### src/sv/grdfs_pkg.sv
// grdfs_pkg: shared types and constants for the graph reachability engine
// operation codes, field widths and the controller/datapath command and status structs
// no dependencies

package grdfs_pkg;

	localparam int KIND_W           = 2;
	localparam int VTX_W            = 6;
	localparam int CNT_W            = 7;
	localparam int MAX_VERTICES_DEF = 64;

	localparam logic [CNT_W-1:0] VCOUNT_RESET = 7'd64;

	typedef enum logic [KIND_W-1:0] {
		KIND_ADD   = 2'd0,
		KIND_QUERY = 2'd1,
		KIND_WALK  = 2'd2,
		KIND_CLEAR = 2'd3
	} kind_t;

	typedef struct packed {
		logic load_op;
		logic adj_rd_src;
		logic adj_rd_stk;
		logic adj_wr;
		logic query_cap;
		logic mark_start;
		logic push_start;
		logic stk_pop;
		logic load_row;
		logic push_next;
		logic clear_marks;
		logic out_load;
	} dp_cmd_t;

	typedef struct packed {
		kind_t kind;
		logic  bad;
		logic  stack_empty;
		logic  pending_empty;
	} dp_status_t;

endpackage

### src/sv/grdfs_ctrl.sv
// grdfs_ctrl: sequencer for edge add/query, depth-first walk and mark clearing
// depends on grdfs_pkg; drives the datapath through dp_cmd_t and reads dp_status_t

module grdfs_ctrl
	import grdfs_pkg::*;
(
	input  logic       clk,
	input  logic       arst_n,
	input  logic       in_valid,
	output logic       in_stall,
	output logic       out_valid,
	input  logic       out_stall,
	input  dp_status_t status,
	output dp_cmd_t    cmd
);

	typedef enum logic [3:0] {
		S_IDLE,
		S_DECODE,
		S_ADD_WR,
		S_QUERY_RD,
		S_POP,
		S_POP_WAIT,
		S_ROW_WAIT,
		S_SCAN,
		S_FINISH
	} state_t;

	state_t state_q;
	logic   out_valid_q;

	assign in_stall  = (state_q != S_IDLE);
	assign out_valid = out_valid_q;

	always_comb begin
		cmd = '0;
		case (state_q)
			S_IDLE: begin
				cmd.load_op = in_valid;
			end
			S_DECODE: begin
				if (!status.bad) begin
					case (status.kind)
						KIND_ADD:   cmd.adj_rd_src = 1'b1;
						KIND_QUERY: cmd.adj_rd_src = 1'b1;
						KIND_WALK: begin
							cmd.mark_start = 1'b1;
							cmd.push_start = 1'b1;
						end
						KIND_CLEAR: cmd.clear_marks = 1'b1;
						default:    cmd.clear_marks = 1'b0;
					endcase
				end
			end
			S_ADD_WR:   cmd.adj_wr    = 1'b1;
			S_QUERY_RD: cmd.query_cap = 1'b1;
			S_POP:      cmd.stk_pop   = !status.stack_empty;
			S_POP_WAIT: cmd.adj_rd_stk = 1'b1;
			S_ROW_WAIT: cmd.load_row  = 1'b1;
			S_SCAN:     cmd.push_next = !status.pending_empty;
			S_FINISH:   cmd.out_load  = !out_valid_q || !out_stall;
			default:    cmd = '0;
		endcase
	end

	always_ff @(posedge clk or negedge arst_n) begin
		if (!arst_n) begin
			state_q     <= S_IDLE;
			out_valid_q <= 1'b0;
		end else begin
			if (cmd.out_load) begin
				out_valid_q <= 1'b1;
			end else if (out_valid_q && !out_stall) begin
				out_valid_q <= 1'b0;
			end

			case (state_q)
				S_IDLE: begin
					if (in_valid) state_q <= S_DECODE;
				end
				S_DECODE: begin
					if (status.bad) begin
						state_q <= S_FINISH;
					end else begin
						case (status.kind)
							KIND_ADD:   state_q <= S_ADD_WR;
							KIND_QUERY: state_q <= S_QUERY_RD;
							KIND_WALK:  state_q <= S_POP;
							default:    state_q <= S_FINISH;
						endcase
					end
				end
				S_ADD_WR:   state_q <= S_FINISH;
				S_QUERY_RD: state_q <= S_FINISH;
				S_POP: begin
					state_q <= status.stack_empty ? S_FINISH : S_POP_WAIT;
				end
				S_POP_WAIT: state_q <= S_ROW_WAIT;
				S_ROW_WAIT: state_q <= S_SCAN;
				S_SCAN: begin
					if (status.pending_empty) state_q <= S_POP;
				end
				S_FINISH: begin
					if (cmd.out_load) state_q <= S_IDLE;
				end
				default: state_q <= S_IDLE;
			endcase
		end
	end

endmodule

### config.mk
export PLATFORM = sky130hd
export DESIGN_NAME = grdfs_ctrl
export DESIGN_NICKNAME = d
export VERILOG_FILES = /design/src/sv/grdfs_pkg.sv /design/src/sv/grdfs_ctrl.sv
export SDC_FILE = /design/constraint.sdc
export NUM_CORES = 1
export LEC_CHECK = 0
export BUFFER_PORTS_ARGS = -buffer_cell sky130_fd_sc_hd__buf_2
export CAP_MARGIN = 20
export CORE_AREA = 4 4 41 43
export CTS_BUF_LIST = sky130_fd_sc_hd__clkbuf_4
export DETAILED_ROUTE_END_ITERATION = 7
export DIE_AREA = 0 0 45 47
export PLACE_DENSITY_LB_ADDON = 0.15
export SETUP_SLACK_MARGIN = 0.02
export SLEW_MARGIN = 20
export SYNTH_ARGS = -nofsm -noshare
export SYNTH_HDL_FRONTEND = slang
export SYNTH_SLANG_ARGS = --single-unit
### constraint.sdc
create_clock -name clk -period 1.8 [get_ports clk]
set_input_delay 0.09 -clock clk [delete_from_list [all_inputs] [get_ports clk]]
set_output_delay 0.09 -clock clk [all_outputs]
set_load 0.01 [all_outputs]
### After elaboration in Yosys (flattened, before gate mapping)

Index checks and enable logic that the tools add are counted.

| storage, ports and cells | value |
|---|---|
| flip-flop bits (word level) | 5 |
| bits in latches | 0 |
| RAM bits | 0 |
| ROM bits | 0 |
| input port bits | 9 |
| output and inout bits | 14 |
| memories | 0 |

| operators by class | value |
|---|---|
| add/sub/neg operators | 0 |
| multiply operators | 0 |
| divide/modulo/power cells | 0 |
| magnitude comparators | 0 |
| equality and inequality tests | 14 |
| shift-type cells | 0 |
| muxes and demuxes | 26 |
| bitwise logic cells | 0 |
| reductions and logical operators | 13 |

Operators with widths:

| operator | count |
|---|---|
| 4-bit one-hot mux with 8 select lines | 1 |
| 4-bit 2-to-1 mux | 5 |
| 4-bit by 3-bit == test with 1-bit output (second input constant) | 4 |
| 1-bit 2-to-1 mux | 16 |
| 4-bit one-hot mux with 3 select lines | 1 |
| 4-bit by 2-bit == test with 1-bit output (second input constant) | 2 |
| 2-bit 2-to-1 mux | 3 |
| 2-bit inequality test (second input constant) | 3 |
| 2-bit == test (second input constant) | 2 |
| 4-bit by 1-bit == test with 1-bit output (second input constant) | 1 |
| 4-bit == test (second input constant) | 1 |
| 1-bit zero test | 4 |
| 4-bit zero test | 1 |
| 4-bit nonzero test | 1 |
| 2-bit OR reduction | 2 |
| 3-bit AND reduction | 1 |
| 2-bit by 1-bit == test with 1-bit output (second input constant) | 1 |
| 2-bit zero test | 1 |
| 2-bit nonzero test | 1 |
| 1-bit logical AND | 1 |
| 1-bit logical OR | 1 |

### Depth between registers and ports, before layout

Gate-level depths: netlist of run 1.

| logic depth | value |
|---|---|
| depth in word-level cells | 5 |
| depth in mapped cells | 5 |
| mapped depth without buffers | 3 |

### Worst setup path before layout of run 1

No wires, ideal clock.

| path | value |
|---|---|
| kind | register -> output |
| from | reg state_q[2] |
| to | out cmd[6] (netlist bit) |
| data arrival time | 1189 ps |
| slack | 521 ps |
| stages on the path, launching flop included | 6 |
| path buffers | 2 |
| cell sequence | dfrtp_1 -> buf_6 -> nor4b_4 -> nand4bb_1 -> inv_1 -> buf_4 |

RTL lines:

| element | line | source |
|---|---|---|
| from (decl) | grdfs_ctrl.sv:29 | `state_t state_q;` |
| from (signal assigned) | grdfs_ctrl.sv:96 | `state_q <= status.stack_empty ? S_FINISH : S_POP_WAIT;` |
| to (decl) | grdfs_ctrl.sv:14 | `output dp_cmd_t cmd` |

==> results of run 1 <==
layout by cell type, fill, tap and decap left out, types with 2 or more instances in the layout:
cell	synthesis	layout
nand2b_1	3	3
nand2_1	5	5
dfrtp_1	5	5
a21o_1	2	2
buf_2	0	22
a21oi_1	3	3
and3_1	3	3
clkbuf_4	0	4
nor2_1	6	6
inv_1	2	2
nor3_1	3	3
worst max path at each step:
| stage | slack (ps) | startpoint | cells past startpoint | endpoint |
|---|---|---|---|---|
| 6_report | 250 | state_q[2] | 4 | cmd[5] |
| 5_1_grt | 100 | state_q[1] | 4 | cmd[0] |
| 4_1_cts | 230 | state_q[2] | 4 | cmd[5] |
| 3_5_place_dp | 490 | state_q[2] | 4 | cmd[10] |
| 3_3_place_gp | 470 | state_q[1] | 4 | cmd[0] |
| 2_1_floorplan | 520 | state_q[2] | 5 | cmd[6] |
power groups by stage:
stage               logic, mW  clock network [mW]  registers (mW)
floorplan               0.324                   0           0.188
global placement        0.375                   0           0.240
detailed placement      0.374                   0           0.238
CTS                     0.376               0.146           0.237
global route            0.411               0.152           0.252
finish                  0.368               0.143           0.236
tightest hold or removal path: cells and delay by family:
family	cells	cell delay (ps)
simple gates	2	100
buf+inv	1	90
registers in the layout, summed over array words and instances (netlist names):
register and count:
state_q 4, out_valid 1
area by class of cell:
class / count / area [sq um]
Multi-Input combinational cell: 39 / 259
Clock buffer: 4 / 30.0
Tap cell: 15 / 18.8
Fill cell: 153 / 741
Sequential cell: 5 / 125
Inverter: 2 / 7.51
Timing Repair Buffer: 23 / 120
what timing repair did:
action                                  CTS  global route
hold endpoints to repair                  5             0
endpoints found under the setup margin    0             0
hold buffers                              1             0
cells by family after synthesis:
kind of cell | count (synthesis)
AND/OR/NAND/NOR | 28
AO/OA/AOI/OAI | 11
buffers and inverters | 6
flip-flops | 5
synthesized netlist by cell type (all sizes together):
cell and count:
nor2 7, dfrtp 5, nand2 5, buf 4, a21oi 3, and3 3
nand2b 3, nor3 3, a21o 2, inv 2, a2111oi 1, a211o 1
a21bo 1, a221oi 1, and2 1, nand3b 1, nand4bb 1, nor2b 1
nor3b 1, nor4 1, nor4b 1, o22ai 1, o32ai 1
layer usage:
metal / part of all wire, % / vias up
met1: 47 / 190
met5: 0 / -
met3: 7.6 / 0
met2: 45 / 13
met4: 0 / 0
li1: - / 228
stage by stage:
stage | util [%] | std cells | hold WS (ps) | worst slack, ps
final | 43.1 | 88 | 84.7 | 246
after global routing | 43.1 | 88 | 116 | 103
after CTS | 43.1 | 88 | 84.0 | 226
after detailed placement | 40.0 | 83 | -92.5 | 487
after global placement | 40.0 | 83 | -93.0 | 467
after floorplan | - | 50 | -206 | 521
==> impl_metrics.py, run 1 <==
metrics = {
    "sta": {
        "grt_setup_unrepaired": "no",
        "hold_violations": 0,
        "drv_slew": 0,
        "finalSetupTns_ps": 0,
        "fin_crit_ps": 1550,
        "period_share_pct": 86.3,
        "slew_headroom_pct": 77.8,
        "worst-slew-pin-transition_ps": 333,
        "setup_violations": 0,
        "fin_skew_ps": 0.483,
        "fmax_mhz": 644,
    },
    "route": {
        "vias": 431,
        "drtPass1Iterations": 4,
        "ant_nets": 0,
        "drc": 0,
        "drt_iter0_drc": 14,
        "drt_wl_total_um": 982,
        "wl_per_cell_um": 11.2,
        "avgViaCountPerCell": 4.90,
    },
    "floorplan": {
        "coreArea_sq_um": 1300,
        "die_x_um": 45,
        "fp.dieArea_sq_um": 2120,
        "die_h_um": 47,
        "ioPinCount": 23,
        "rows": 13,
        "initial_core_util_pct": 32.7,
    },
    "placement": {
        "portBuffers": 22,
        "placed_area_sq_um": 520,
        "routabilityCongestion": 0.713,
        "dp_hpwl_um": 808,
    },
    "cts": {
        "clk_latency_ps": 240,
        "cts_tree": "built",
        "path_clk_slew_ps": 40,
        "htree_levels": 1,
        "cts.sinks": 5,
        "root_buffer": "clkbuf_4",
        "cts_buffers": 3,
        "cts_resized": 0,
        "cts_setup_buffers": 0,
        "clk_path_buf_depth": 2,
    },
    "global_routing": {
        "use_met3_pct": 3.45,
        "antenna_found_initial": 0,
        "grt_pass1_wl_um": 1520,
        "grt_start_max_net_pins": 11,
        "grt.busiest_layer": "met1",
        "grt_usage_pct": 9.93,
        "gr-total-overflow": 0,
        "met2_usage_pct": 13.8,
        "met1_usage_pct": 14.1,
        "grt_pass1_vias": 349,
    },
    "setup_path": {
        "r2r_start": "state_q[1]",
        "r2r_slack_ps": 490,
        "crit_type": "flip-flop to primary output",
        "crit_arrival_ps": 1460,
        "worstRegToRegCells": 3,
        "worstPathRequired_ps": 1710,
        "r2r-end": "state_q[0]",
        "max_stage_delay_ps": 480,
        "crit_chain": "nor4b_4 > nand4bb_1 > inv_1 > buf_2",
        "worstPathMaxFanout": 10,
        "critPathLaunchType": "flip-flop",
        "cp_num_buf_inv": 2,
        "slowest_stage": "dfrtp_1",
        "path_delay_family": "simple AND/OR/NAND/NOR gates",
        "cp-end-kind": "primary output",
    },
    "finish": {
        "fin_area_sq_um": 561,
        "area_growth_pct": 31.8,
        "fin_nets": 83,
        "drive_above_1_share_pct": 42.5,
        "diodes": 0,
    },
    "power": {
        "net-switching-power_mw": 0.312,
        "switching_share_pct": 41.8,
        "cellLeakagePower_nw": 0.315,
        "power.density_nw_per_um2": 1330,
        "p_total_mw": 0.746,
        "comb_power_share_pct": 49.3,
        "clkPwrFrac_pct": 19.1,
        "ir_worst_vdd_v": 0.000511,
        "internal_power_mw": 0.435,
        "pwr-share-seq_pct": 31.6,
    },
    "min_path": {
        "whs_path_depth": 3,
        "hold_path.class": "input pin to flip-flop",
        "min-delay-start": "out_stall",
        "holdPathEnd": "out_valid",
    },
    "logic_synthesis": {
        "synth_top_area_share_pct": 29.4,
        "synth_top_family_by_area": "simple AND/OR/NAND/NOR gates",
        "netlist_area_sq_um": 425,
        "synth_nets": 59,
        "ys_types": 25,
        "synth_seq_area_share_pct": 29.4,
        "synth_area_leaders": "dfrtp_1 (29%), nor4b_4 (5.6%), buf_4 (5.3%), nor2_1 (5.3%), and3_1 (4.4%)",
        "synthSimpleGateAreaFrac_pct": 40.3,
        "synthMuxAreaShare_pct": 0,
        "synth.ff_latch_count": 5,
        "synth-compound-area-share_pct": 20.6,
        "synth_area_leader_cell": "dfrtp_1",
        "synthCells": 50,
        "syn_avg_cell_area_sq_um": 8.51,
        "yosys.area_share.adder_pct": 0,
        "synth-xor-area-share_pct": 0,
        "yosys_warnings": 0,
    },
    "flow_run": {
        "maxCapViolCount": 0,
    },
    "outcome": {
        "status": "complete, no violations",
    },
}
Note: power is estimated with default switching activity, not from simulation.
==> run 2: changes to the inputs <==
PLACE_DENSITY = 0.7   (was not set)
PLACE_DENSITY_LB_ADDON = not set   (was 0.15)
==> run 2 against run 1 <==
Net effect: combinational power up 1%; largest cell class unchanged; largest power group unchanged; global-route usage up 1.0 points; die area unchanged.
==> impl_metrics.py, run 2 (synthesis results as in run 1) <==
metrics = {
    "cts": {
        "htree_levels": 1,
        "clk_path_buf_depth": 2,
        "cts_tree": "built",
        "root_buffer": "clkbuf_4",
        "path_clk_slew_ps": 50,
        "cts.sinks": 5,
        "cts_setup_buffers": 0,
        "cts_buffers": 3,
        "clk_latency_ps": 240,
    },
    "placement": {
        "portBuffers": 22,
        "routabilityCongestion": 0.744,
        "place_ws_ps": 475,
        "placed_area_sq_um": 520,
        "dp_hpwl_um": 817,
    },
    "setup_path": {
        "crit_type": "flip-flop to primary output",
        "r2r-end": "state_q[0]",
        "worstPathRequired_ps": 1710,
        "cp-end-kind": "primary output",
        "crit_arrival_ps": 1500,
        "endpoint": "cmd[6]",
        "worstPathMaxFanout": 10,
        "worstRegToRegCells": 3,
        "critPathLaunchType": "flip-flop",
        "critPathLaunch": "state_q[2]",
        "r2r_slack_ps": 460,
        "r2r_start": "state_q[2]",
    },
    "finish": {
        "regMostFlops": "state_q",
        "layout_common_cells": "buf_2 (22), nor2_1 (6), nand2_1 (5), dfrtp_1 (5), clkbuf_4 (4)",
        "area_growth_pct": 31.8,
        "drive_above_1_share_pct": 42.5,
        "fin_area_sq_um": 561,
        "diodes": 0,
        "largest_reg_flops": 4,
        "fin_nets": 83,
        "final_common_cell": "buf_2",
        "final_util_pct": 43.1,
    },
    "floorplan": {
        "fp.dieArea_sq_um": 2120,
        "rows": 13,
        "coreArea_sq_um": 1300,
        "ioPinCount": 23,
        "die_h_um": 47,
        "die_x_um": 45,
        "initial_core_util_pct": 32.7,
    },
    "sta": {
        "slew_headroom_pct": 77.4,
        "grt_setup_unrepaired": "no",
        "fin_skew_ps": 7.30,
        "setup_violations": 0,
        "fin_crit_ps": 1590,
        "drv_slew": 0,
        "holdWs_ps": 94.1,
        "worst-slew-pin-transition_ps": 339,
        "finalSetupTns_ps": 0,
        "fmax_mhz": 628,
        "period_share_pct": 88.5,
        "worst_slack_ps": 207,
        "hold_violations": 0,
    },
    "route": {
        "ant_nets": 0,
        "drc": 0,
        "vias": 427,
        "drt_iter0_drc": 4,
        "wl_per_cell_um": 11.2,
        "drt_wl_total_um": 986,
        "avgViaCountPerCell": 4.85,
        "drtPass1Iterations": 4,
    },
    "power": {
        "net-switching-power_mw": 0.318,
        "switching_share_pct": 42.2,
        "power.density_nw_per_um2": 1340,
        "clkPwrFrac_pct": 19.0,
        "pwr-share-seq_pct": 31.4,
        "comb_power_share_pct": 49.6,
        "ir_worst_vdd_v": 0.000653,
        "cellLeakagePower_nw": 0.315,
        "internal_power_mw": 0.435,
    },
    "flow_run": {
        "maxCapViolCount": 0,
    },
    "global_routing": {
        "gr-total-overflow": 0,
        "antenna_found_initial": 0,
        "grt_start_max_net_pins": 11,
        "grt_pass1_vias": 406,
        "grt_usage_pct": 11.0,
        "grt_pass1_wl_um": 1690,
    },
    "min_path": {
        "hold_path.class": "input pin to flip-flop",
    },
    "outcome": {
        "status": "complete, no violations",
    },
}
## run 2: how the worst min path moves through the flow
stage	from	endpoint	slack, ps	cells past startpoint
after global routing	out_stall	out_valid	100	3
after global placement	arst_n	out_valid	-100	1
after floorplan	arst_n	out_valid	-210	0
after CTS	out_stall	out_valid	90	3
after detailed placement	arst_n	out_valid	-90	1
final	out_stall	out_valid	90	3
## run 2: critical path, stage by stage (launching register included)
cell       delay, ps
dfrtp_1          480
nor4b_4          390
nand4bb_1        170
inv_1             90
buf_2            130
## run 2: per-layer routing
| metal | global-route usage, % | share of wire [%] |
|---|---|---|
| met1 | 13.2 | 44 |
| met2 | 18.1 | 47 |
| met3 | 5.36 | 9.2 |
| met4 | 1.75 | 0 |
| met5 | 0 | 0 |
## run 2: power groups by stage
stage	Sequential (mW)	Combinational, mW	Clock, mW
2_1_floorplan	0.188	0.324	0
3_3_place_gp	0.235	0.371	0
3_5_place_dp	0.236	0.376	0
4_1_cts	0.235	0.378	0.146
5_1_grt	0.248	0.418	0.162
6_report	0.236	0.373	0.143
## run 2: area by class of cell
cell class | count | area (sq um)
clock buffer | 4 | 30.0
fill | 142 | 741
inverter | 2 | 7.51
multi-input combinational | 39 | 259
sequential | 5 | 125
tap | 15 | 18.8
timing repair buffer | 23 | 120
## run 2: stage by stage
step	total power [mW]	instances
finish	0.752	88
global route	0.827	88
CTS	0.760	88
global placement	0.606	83
floorplan	0.512	50
detailed placement	0.612	83
## run 2: timing repair
action | 4_1_cts | 5_1_grt
endpoints found under the hold margin | 5 | 0
gates resized for setup | 0 | 0
hold buffers | 1 | 0
